File: config.mk
export PLATFORM = sky130hd
export DESIGN_NAME = hmac_sha1_engine_top
export DESIGN_NICKNAME = d
export VERILOG_FILES = /design/src/design/hs1_pkg.sv /design/src/design/hmac_sha1_engine_top.sv /design/src/design/hs1_datapath.sv /design/src/design/hs1_ctrl.sv
export VERILOG_INCLUDE_DIRS = /design/src /design/src/design
export SDC_FILE = /design/constraint.sdc
export NUM_CORES = 2
export LEC_CHECK = 0
export BUFFER_PORTS_ARGS = -buffer_cell sky130_fd_sc_hd__buf_2
export CAP_MARGIN = 20
export CORE_UTILIZATION = 55
export DETAILED_ROUTE_END_ITERATION = 10
export PLACE_DENSITY = 0.71
export SLEW_MARGIN = 20
export SYNTH_ARGS = -nofsm -noshare
export SYNTH_HDL_FRONTEND = slang
export SYNTH_SLANG_ARGS = --single-unit
File: constraint.sdc
create_clock -name clk -period 20.6 [get_ports clk]
set_input_delay 3.09 -clock clk [delete_from_list [all_inputs] [get_ports clk]]
set_output_delay 3.09 -clock clk [all_outputs]
set_load 0.02 [all_outputs]
File: src/design/hmac_sha1_engine_top_defines.svh
// Assertion macros for the HMAC-SHA1 engine.
`ifndef HMAC_SHA1_ENGINE_TOP_DEFINES_SVH
`define HMAC_SHA1_ENGINE_TOP_DEFINES_SVH
`ifndef SYNTHESIS
`define HS_ASSERT(label, clk, rst, prop, msg) \
  label: assert property (@(posedge clk) disable iff (rst) prop) else $error(msg);
`define HS_ASSERT_NR(label, clk, prop, msg) \
  label: assert property (@(posedge clk) prop) else $error(msg);
`else
`define HS_ASSERT(label, clk, rst, prop, msg)
`define HS_ASSERT_NR(label, clk, prop, msg)
`endif
`endif

File: src/design/hs1_pkg.sv
`timescale 1ns / 1ps
// ------------------------------------------------------------------------
// hs1_pkg
// Shared types, constants and round helpers for the HMAC-SHA1 engine.
// ------------------------------------------------------------------------
package hs1_pkg;

  localparam int unsigned KeyWords = 8;
  localparam int unsigned KeyIdxW  = $clog2(KeyWords);
  localparam logic [31:0] Ipad = 32'h36363636;
  localparam logic [31:0] Opad = 32'h5c5c5c5c;

  typedef logic [31:0] word_t;

  typedef enum logic [3:0] {
    ST_IDLE,
    ST_IPAD_LOAD,
    ST_IPAD_RUN,
    ST_ACCEPT,
    ST_MSG_RUN,
    ST_PAD,
    ST_PAD_RUN,
    ST_OPAD_LOAD,
    ST_OPAD_RUN,
    ST_OUTER_LOAD,
    ST_OUTER_RUN,
    ST_EMIT
  } state_t;

  // Block source chosen by a block load.
  typedef enum logic [1:0] {
    SRC_IPAD,
    SRC_OPAD,
    SRC_OUTER
  } src_t;

  // Controller to datapath.
  typedef struct packed {
    logic       init_chain;   // load initial values into chain
    logic       load_block;   // fill block buffer from src
    src_t       src;
    logic       absorb;       // write byte into block
    logic [7:0] absorb_byte;
    logic       count_msg;    // bump message byte count
    logic       write_len;    // put bit length in words 14,15
    logic       start;        // begin 80 rounds
    logic       save_inner;   // copy chain into inner digest
    logic       clear_fill;
  } cmd_t;

  // Datapath to controller.
  typedef struct packed {
    logic       busy;
    logic [5:0] fill;
  } stat_t;

  function automatic word_t sha_iv(input logic [2:0] i);
    case (i)
      3'd0: sha_iv = 32'h67452301;
      3'd1: sha_iv = 32'hefcdab89;
      3'd2: sha_iv = 32'h98badcfe;
      3'd3: sha_iv = 32'h10325476;
      default: sha_iv = 32'hc3d2e1f0;
    endcase
  endfunction

  function automatic word_t rotl(input word_t v, input logic [4:0] n);
    rotl = (v << n) | (v >> (6'd32 - {1'b0, n}));
  endfunction

endpackage

File: src/design/hmac_sha1_engine_top.sv
`timescale 1ns / 1ps
// ------------------------------------------------------------------------
// hmac_sha1_engine_top
// HMAC-SHA1 over a byte stream with a 64-byte key in eight registers.
// ------------------------------------------------------------------------
// One SHA-1 round per clock; a block holds the round unit until its last
// round is added into the chain. The first beat of a message waits while
// the ipad block is hashed (an idle state, a load state, then the run
// state). Message bytes are then taken one per cycle; the beat that fills
// a 64-byte block holds off input until that block has been hashed.
// After the ending beat the padding bytes go in one per cycle up to
// offset 55 (with an extra block of padding when fewer than 9 bytes are
// free), then the last inner block, the opad block and the outer block
// are hashed, and five digest beats follow, each held until accepted.
module hmac_sha1_engine_top (
  input  logic        clk,
  input  logic        rst,
  input  logic        cfg_we,
  input  logic [hs1_pkg::KeyIdxW-1:0] cfg_index,
  input  logic [63:0] cfg_data,
  input  logic        s_tvalid,
  output logic        s_tready,
  input  logic [7:0]  s_tdata,   // data_byte
  input  logic        s_tuser,   // has_byte
  input  logic        s_tlast,   // end_of_message
  output logic        m_tvalid,
  input  logic        m_tready,
  output logic [39:0] m_tdata,   // digest_word[31:0], word_index[34:32], zeros
  output logic        m_tlast    // last_word
);

  logic [63:0] key [hs1_pkg::KeyWords];
  hs1_pkg::cmd_t  cmd;
  hs1_pkg::stat_t stat;
  logic [159:0] digest;
  logic [2:0] idx;
  logic [31:0] word;

  // Key registers.
  always_ff @(posedge clk) begin
    if (rst) begin
      for (int j = 0; j < hs1_pkg::KeyWords; j++) key[j] <= '0;
    end else if (cfg_we) begin
      key[cfg_index] <= cfg_data;
    end
  end

  hs1_ctrl u_ctrl (
    .clk(clk), .rst(rst),
    .in_valid(s_tvalid), .in_ready(s_tready), .in_byte(s_tdata),
    .in_has(s_tuser), .in_end(s_tlast),
    .out_valid(m_tvalid), .out_ready(m_tready), .out_idx(idx),
    .cmd(cmd), .stat(stat)
  );

  hs1_datapath u_dp (
    .clk(clk), .rst(rst), .key(key), .cmd(cmd), .stat(stat), .digest(digest)
  );

  // Pick the digest word of this beat, most significant first.
  always_comb begin
    case (idx)
      3'd0: word = digest[159:128];
      3'd1: word = digest[127:96];
      3'd2: word = digest[95:64];
      3'd3: word = digest[63:32];
      default: word = digest[31:0];
    endcase
  end

  assign m_tdata = {5'd0, idx, word};
  assign m_tlast = (idx == 3'd4);

endmodule

File: src/design/hs1_datapath.sv
`timescale 1ns / 1ps
// ------------------------------------------------------------------------
// hs1_datapath
// Block buffer, chain value, inner digest and one SHA-1 round per cycle.
// ------------------------------------------------------------------------
`include "hmac_sha1_engine_top_defines.svh"
module hs1_datapath (
  input  logic                clk,
  input  logic                rst,
  input  logic [63:0]         key [hs1_pkg::KeyWords],
  input  hs1_pkg::cmd_t       cmd,
  output hs1_pkg::stat_t      stat,
  output logic [159:0]        digest
);

  hs1_pkg::word_t w [16];
  hs1_pkg::word_t h [5];
  hs1_pkg::word_t inner [5];
  hs1_pkg::word_t a, b, c, d, e;
  logic [6:0]  round;
  logic        busy;
  logic [5:0]  fill;
  logic [60:0] msg_bytes;
  logic [63:0] bits;

  hs1_pkg::word_t f, k, wt, wx, tmp;

  assign bits = {msg_bytes + 61'd64, 3'b000};

  // Round function and schedule word.
  always_comb begin
    wx = hs1_pkg::rotl(w[13] ^ w[8] ^ w[2] ^ w[0], 5'd1);
    wt = (round < 7'd16) ? w[0] : wx;
    if (round < 7'd20) begin
      f = (b & c) | (~b & d); k = 32'h5a827999;
    end else if (round < 7'd40) begin
      f = b ^ c ^ d; k = 32'h6ed9eba1;
    end else if (round < 7'd60) begin
      f = (b & c) | (b & d) | (c & d); k = 32'h8f1bbcdc;
    end else begin
      f = b ^ c ^ d; k = 32'hca62c1d6;
    end
    tmp = hs1_pkg::rotl(a, 5'd5) + f + e + k + wt;
  end

  // Advance rounds; window w[0] is the word of rounds 0 to 15, later words come from the schedule.
  always_ff @(posedge clk) begin
    if (busy) begin
      for (int j = 0; j < 15; j++) w[j] <= w[j+1];
      w[15] <= wt;
      e <= d; d <= c; c <= hs1_pkg::rotl(b, 5'd30); b <= a; a <= tmp;
    end else if (cmd.load_block) begin
      case (cmd.src)
        hs1_pkg::SRC_IPAD: begin
          for (int j = 0; j < 16; j++)
            w[j] <= (j[0] ? key[j/2][31:0] : key[j/2][63:32]) ^ hs1_pkg::Ipad;
        end
        hs1_pkg::SRC_OPAD: begin
          for (int j = 0; j < 16; j++)
            w[j] <= (j[0] ? key[j/2][31:0] : key[j/2][63:32]) ^ hs1_pkg::Opad;
        end
        default: begin
          // Inner digest, pad bit and the bit length of the outer message.
          for (int j = 0; j < 5; j++) w[j] <= inner[j];
          w[5] <= 32'h80000000;
          for (int j = 6; j < 15; j++) w[j] <= '0;
          w[15] <= 32'd672;
        end
      endcase
    end else begin
      if (cmd.absorb) begin
        for (int j = 0; j < 16; j++) begin
          if (fill[5:2] == j[3:0]) begin
            case (fill[1:0])
              2'd0: w[j] <= {cmd.absorb_byte, 24'h0};
              2'd1: w[j][23:16] <= cmd.absorb_byte;
              2'd2: w[j][15:8] <= cmd.absorb_byte;
              default: w[j][7:0] <= cmd.absorb_byte;
            endcase
          end
        end
      end
      if (cmd.write_len) begin
        w[14] <= bits[63:32];
        w[15] <= bits[31:0];
      end
    end
    if (cmd.start) begin
      a <= h[0]; b <= h[1]; c <= h[2]; d <= h[3]; e <= h[4];
    end
    if (cmd.save_inner) begin
      for (int j = 0; j < 5; j++) inner[j] <= h[j];
    end
  end

  // Control state of the datapath.
  always_ff @(posedge clk) begin
    if (rst) begin
      busy <= 1'b0; round <= '0; fill <= '0; msg_bytes <= '0;
      for (int j = 0; j < 5; j++) h[j] <= hs1_pkg::sha_iv(3'(j));
    end else begin
      if (cmd.start) begin
        busy <= 1'b1; round <= '0;
      end else if (busy) begin
        round <= round + 7'd1;
        if (round == 7'd79) begin
          busy <= 1'b0;
          h[0] <= h[0] + tmp; h[1] <= h[1] + a; h[2] <= h[2] + hs1_pkg::rotl(b, 5'd30);
          h[3] <= h[3] + c; h[4] <= h[4] + d;
        end
      end
      if (cmd.init_chain) begin
        for (int j = 0; j < 5; j++) h[j] <= hs1_pkg::sha_iv(3'(j));
      end
      if (cmd.clear_fill) begin
        fill <= '0; msg_bytes <= '0;
      end else begin
        if (cmd.absorb) fill <= fill + 6'd1;
        if (cmd.count_msg) msg_bytes <= msg_bytes + 61'd1;
      end
    end
  end

  assign stat.busy = busy;
  assign stat.fill = fill;
  assign digest = {h[0], h[1], h[2], h[3], h[4]};

  `HS_ASSERT(a_round_range, clk, rst, busy |-> round < 7'd80, "round past 79")
  `HS_ASSERT(a_no_restart, clk, rst, busy |-> !cmd.start, "start while busy")
  `HS_ASSERT(a_no_absorb_busy, clk, rst, busy |-> !cmd.absorb, "absorb while busy")

endmodule

File: src/design/hs1_ctrl.sv
`timescale 1ns / 1ps
// ------------------------------------------------------------------------
// hs1_ctrl
// Sequencer: input handshake, padding, inner/outer hash and digest beats.
// ------------------------------------------------------------------------
`include "hmac_sha1_engine_top_defines.svh"
module hs1_ctrl (
  input  logic            clk,
  input  logic            rst,
  input  logic            in_valid,
  output logic            in_ready,
  input  logic [7:0]      in_byte,
  input  logic            in_has,
  input  logic            in_end,
  output logic            out_valid,
  input  logic            out_ready,
  output logic [2:0]      out_idx,
  output hs1_pkg::cmd_t   cmd,
  input  hs1_pkg::stat_t  stat
);

  hs1_pkg::state_t state, state_next;
  logic ending, ending_next;
  logic [2:0] idx, idx_next;
  logic fire;
  logic pad_first, pad_first_next;

  assign fire = in_valid && in_ready;

  // Next state.
  always_comb begin
    state_next = state;
    ending_next = ending;
    idx_next = idx;
    pad_first_next = pad_first;
    case (state)
      hs1_pkg::ST_IDLE: if (in_valid) state_next = hs1_pkg::ST_IPAD_LOAD;
      hs1_pkg::ST_IPAD_LOAD: state_next = hs1_pkg::ST_IPAD_RUN;
      hs1_pkg::ST_IPAD_RUN: if (!stat.busy) state_next = hs1_pkg::ST_ACCEPT;
      hs1_pkg::ST_ACCEPT: begin
        if (fire) begin
          ending_next = in_end;
          pad_first_next = 1'b1;
          if (in_has && stat.fill == 6'd63) state_next = hs1_pkg::ST_MSG_RUN;
          else if (in_end) state_next = hs1_pkg::ST_PAD;
        end
      end
      hs1_pkg::ST_MSG_RUN:
        if (!stat.busy) state_next = ending ? hs1_pkg::ST_PAD : hs1_pkg::ST_ACCEPT;
      hs1_pkg::ST_PAD: begin
        pad_first_next = 1'b0;
        if (stat.fill == 6'd63 || stat.fill == 6'd55) state_next = hs1_pkg::ST_PAD_RUN;
      end
      // A wrapped fill means the length still needs a block of its own.
      hs1_pkg::ST_PAD_RUN:
        if (!stat.busy) begin
          if (stat.fill == 6'd0) state_next = hs1_pkg::ST_PAD;
          else state_next = hs1_pkg::ST_OPAD_LOAD;
        end
      hs1_pkg::ST_OPAD_LOAD: state_next = hs1_pkg::ST_OPAD_RUN;
      hs1_pkg::ST_OPAD_RUN: if (!stat.busy) state_next = hs1_pkg::ST_OUTER_LOAD;
      hs1_pkg::ST_OUTER_LOAD: state_next = hs1_pkg::ST_OUTER_RUN;
      hs1_pkg::ST_OUTER_RUN: if (!stat.busy) begin
        state_next = hs1_pkg::ST_EMIT; idx_next = '0;
      end
      hs1_pkg::ST_EMIT: if (out_ready) begin
        if (idx == 3'd4) begin
          state_next = hs1_pkg::ST_IDLE; idx_next = '0;
        end else begin
          idx_next = idx + 3'd1;
        end
      end
      default: state_next = hs1_pkg::ST_IDLE;
    endcase
  end

  // Outputs.
  always_comb begin
    cmd = '0;
    cmd.src = hs1_pkg::SRC_IPAD;
    in_ready = 1'b0;
    out_valid = 1'b0;
    case (state)
      // Chain already holds the initial values; load ipad and start.
      hs1_pkg::ST_IPAD_LOAD: begin
        cmd.load_block = 1'b1; cmd.clear_fill = 1'b1; cmd.start = 1'b1;
        cmd.src = hs1_pkg::SRC_IPAD;
      end
      hs1_pkg::ST_ACCEPT: begin
        in_ready = 1'b1;
        cmd.absorb = fire && in_has;
        cmd.count_msg = fire && in_has;
        cmd.absorb_byte = in_byte;
        cmd.start = fire && in_has && stat.fill == 6'd63;
      end
      hs1_pkg::ST_PAD: begin
        cmd.absorb = 1'b1;
        cmd.absorb_byte = pad_first ? 8'h80 : 8'h00;
        cmd.write_len = (stat.fill == 6'd55);
        cmd.start = (stat.fill == 6'd63) || (stat.fill == 6'd55);
      end
      // Keep the inner digest and reload the initial values for opad.
      hs1_pkg::ST_PAD_RUN: begin
        cmd.save_inner = !stat.busy && (stat.fill != 6'd0);
        cmd.init_chain = !stat.busy && (stat.fill != 6'd0);
      end
      hs1_pkg::ST_OPAD_LOAD: begin
        cmd.load_block = 1'b1; cmd.start = 1'b1; cmd.src = hs1_pkg::SRC_OPAD;
      end
      hs1_pkg::ST_OUTER_LOAD: begin
        cmd.load_block = 1'b1; cmd.start = 1'b1; cmd.src = hs1_pkg::SRC_OUTER;
      end
      // Restore the initial values once the last beat leaves.
      hs1_pkg::ST_EMIT: begin
        out_valid = 1'b1;
        cmd.init_chain = out_ready && (idx == 3'd4);
      end
      default: ;
    endcase
  end

  always_ff @(posedge clk) begin
    if (rst) begin
      state <= hs1_pkg::ST_IDLE; ending <= 1'b0; idx <= '0; pad_first <= 1'b0;
    end else begin
      state <= state_next; ending <= ending_next; idx <= idx_next;
      pad_first <= pad_first_next;
    end
  end

  assign out_idx = idx;

  `HS_ASSERT(a_out_idx, clk, rst, out_valid |-> idx <= 3'd4, "index past 4")
  `HS_ASSERT(a_excl, clk, rst, !(in_ready && out_valid), "accept while emitting")
  `HS_ASSERT(a_start_idle, clk, rst, cmd.start |-> !stat.busy, "start while rounds run")

endmodule
==> metrics.yaml <==
outcome:
  status: "completed"
worst_setup_path:
  critPathMaxFanout: 26
  crit_path_end_kind: "flop"
  worstSetupEndpoint: "u_dp.h[0][28]"
  r2r_slack_ns: 11.66
  r2r-start: "u_dp.round[4]"
  r2r-end: "u_dp.h[0][28]"
  required_ns: 21.29
  slowest_stage: "or2_2"
  cp.arrival_ns: 9.63
  max_stage_delay_ns: 0.73
  startpoint_type: "flop"
  worstSetupStartpoint: "u_dp.round[4]"
  criticalPathCategory: "reg2reg"
  rr_worst_depth: 30
timing:
  period_share_pct: 43.40
  final.min_clock_period_ns: 8.940
  maxSlewHeadroom_pct: 11.35
  setup_violations: 0
  skew_ns: 0.05760
  worst_pin_slew_ns: 1.321
  drv_slew: 0
  rsz0062_at_grt: "no"
  setup_tns_ns: 0
  fmax_mhz: 111.9
  hold_viol_final: 0
global_routing:
  antenna_found_initial: 27
  grt_max_degree: 214
  grt_pass1_vias: 70386
  grt_pass1_wl_um: 498900
  grt_usage_pct: 44.01
  overflow: 0
floorplanning:
  coreArea_um2: 152400
  die_y_um: 394.7
  rows: 143
  pin_count: 125
  die_width_um: 394.7
  dieArea_um2: 155800
  initial_core_util_pct: 55.64
cts:
  cts.htree.levels: 4
  clock-sinks: 1588
  path_clk_slew_ns: 0.06
  root_buffer: "clkbuf_16"
  post-cts-setup-buffers: 0
  cts_buffers: 169
  clk_latency_ns: 0.85
  hold_buffers: 0
  cts_tree: "yes"
  cts_max_path_buffers: 3
  postCtsResizedCells: 0
synthesis:
  ys_warn_count: 0
  synth.cell_area_um2: 84820
  synth_enable_flop_cells: 800
  synth-main-ff-cell: "edfxtp_1"
  synth_most_common_cell: "nand2_1"
  synthTopCellsByArea: "edfxtp_1, dfxtp_1, nand2_1, a21oi_1, xnor2_1"
  synth_top_cell_by_area: "edfxtp_1"
  synth_seq_cells: 1588
  synth-seq-area-share_pct: 46.92
  async_flop_share_pct: 0
  post-synth-top-area-fraction_pct: 28.32
  synthDistinctLibCells: 96
  avgSynthCellArea_um2: 8.815
  ys_top_cells_by_count: "nand2_1, a21oi_1, edfxtp_1"
  synthCells: 9622
drt:
  wl_per_cell_um: 30.58
  drtPass1Iterations: 10
  antenna_left: 0
  routed_via_density: 6.701
  drt-initial-drc-count: 12741
  drc_errors: 0
  drt-total-wl_um: 352700
  vias: 77285
final_layout:
  multiInputGateArea_um2: 41540
  nNetsFinal: 9758
  final-seq-area_um2: 39800
  syn_to_final_growth_pct: 8.850
  drive_above_1_share_pct: 6.975
  fillers: 13142
place:
  dpl.hpwl_um: 243300
  portBuffers: 119
  gp_congestion: 1.032
hold_path:
  min_path_type: "reg2reg"
job:
  maxCapViolCount: 0
## per-stage QoR
stage	instance area, um2	hold slack (ns)	util [%]	worst slack [ns]	instances
floorplan	84830	0.4328	-	10.54	9626
finish	92320	0.4534	60.56	11.66	11534
detailed placement	86590	0.4436	56.80	11.93	11202
global route	92290	0.4660	60.54	11.30	11521
CTS	92280	0.4520	60.53	11.87	11521
global placement	86580	0.4382	56.79	12.05	11202
## registers in the layout, summed over array words and instances (netlist names), 3 cells and up
name and cells:
u_dp.h 160, u_dp.round 7, u_dp.d 32, u_dp.msg_bytes 61, u_dp.b 32, u_dp.c 32, u_dp.fill 6, u_dp.e 32
u_dp.a 32, key 512, u_dp.w 512, u_ctrl.out_idx 3, u_dp.inner 160, u_ctrl.state 4
## layout by cell type (no fill, tap or decap), types with 156 or more instances in the layout
cell type  instances
nor2_1           611
xor2_1           243
a22oi_1          179
xnor2_1          329
nand2_1         2141
clkbuf_16        173
dfxtp_1          787
ha_1             210
buf_4            156
edfxtp_1         800
nand3_1          164
inv_1            229
a21oi_1         1134
o21ai_0          519
## worst min path at each step
stage / startpoint / to / slack (ns) / depth (start not counted)
global route: key[452] / key[452] / 0.47 / 2
finish: key[362] / key[362] / 0.45 / 2
global placement: key[450] / key[450] / 0.44 / 2
detailed placement: key[452] / key[452] / 0.44 / 2
floorplan: key[130] / key[130] / 0.43 / 2
CTS: key[452] / key[452] / 0.45 / 2
## critical path: cells and delay by family, from the launching register on
family                   cells  cell delay, ns
buffers and inverters        3            0.96
XOR/XNOR                     1            0.19
flip-flops                   1            0.48
AO/OA/AOI/OAI               16            3.92
adder cells (fa/ha/maj)      4            1.66
AND/OR/NAND/NOR              6            1.55
## area by class of cell
class	instances	share of cell area, %
Multi-Input combinational cell	7075	44.99
Sequential cell	1588	43.11
Clock buffer	233	5.182
Tap cell	2030	2.751
Timing Repair Buffer	279	2.011
Clock inverter	86	0.9785
Inverter	230	0.9351
Antenna cell	13	0.03524
## metal layers
| metal | part of all wire (%) | track usage, % |
|---|---|---|
| met5 | 0.038 | 0 |
| met4 | 8.3 | 30.29 |
| met3 | 15 | 14.44 |
| met2 | 41 | 62.42 |
| met1 | 35 | 56.73 |
## cell families (layout without fill, tap and decap cells)
logic type	after synthesis	after routing	share of synthesized area, %
AND/OR/NAND/NOR	3347	3347	16.22
AO/OA/AOI/OAI	2747	2747	19.59
flip-flops	1588	1588	46.92
buffers and inverters	963	828	4.480
XOR/XNOR	572	572	5.907
adder cells (fa/ha/maj)	333	333	6.001
multiplexers	71	71	0.8777
other	1	18	0.004421
Power is not shown: default switching activity piles up to over one toggle a cycle in this logic, so the estimate is an artifact.
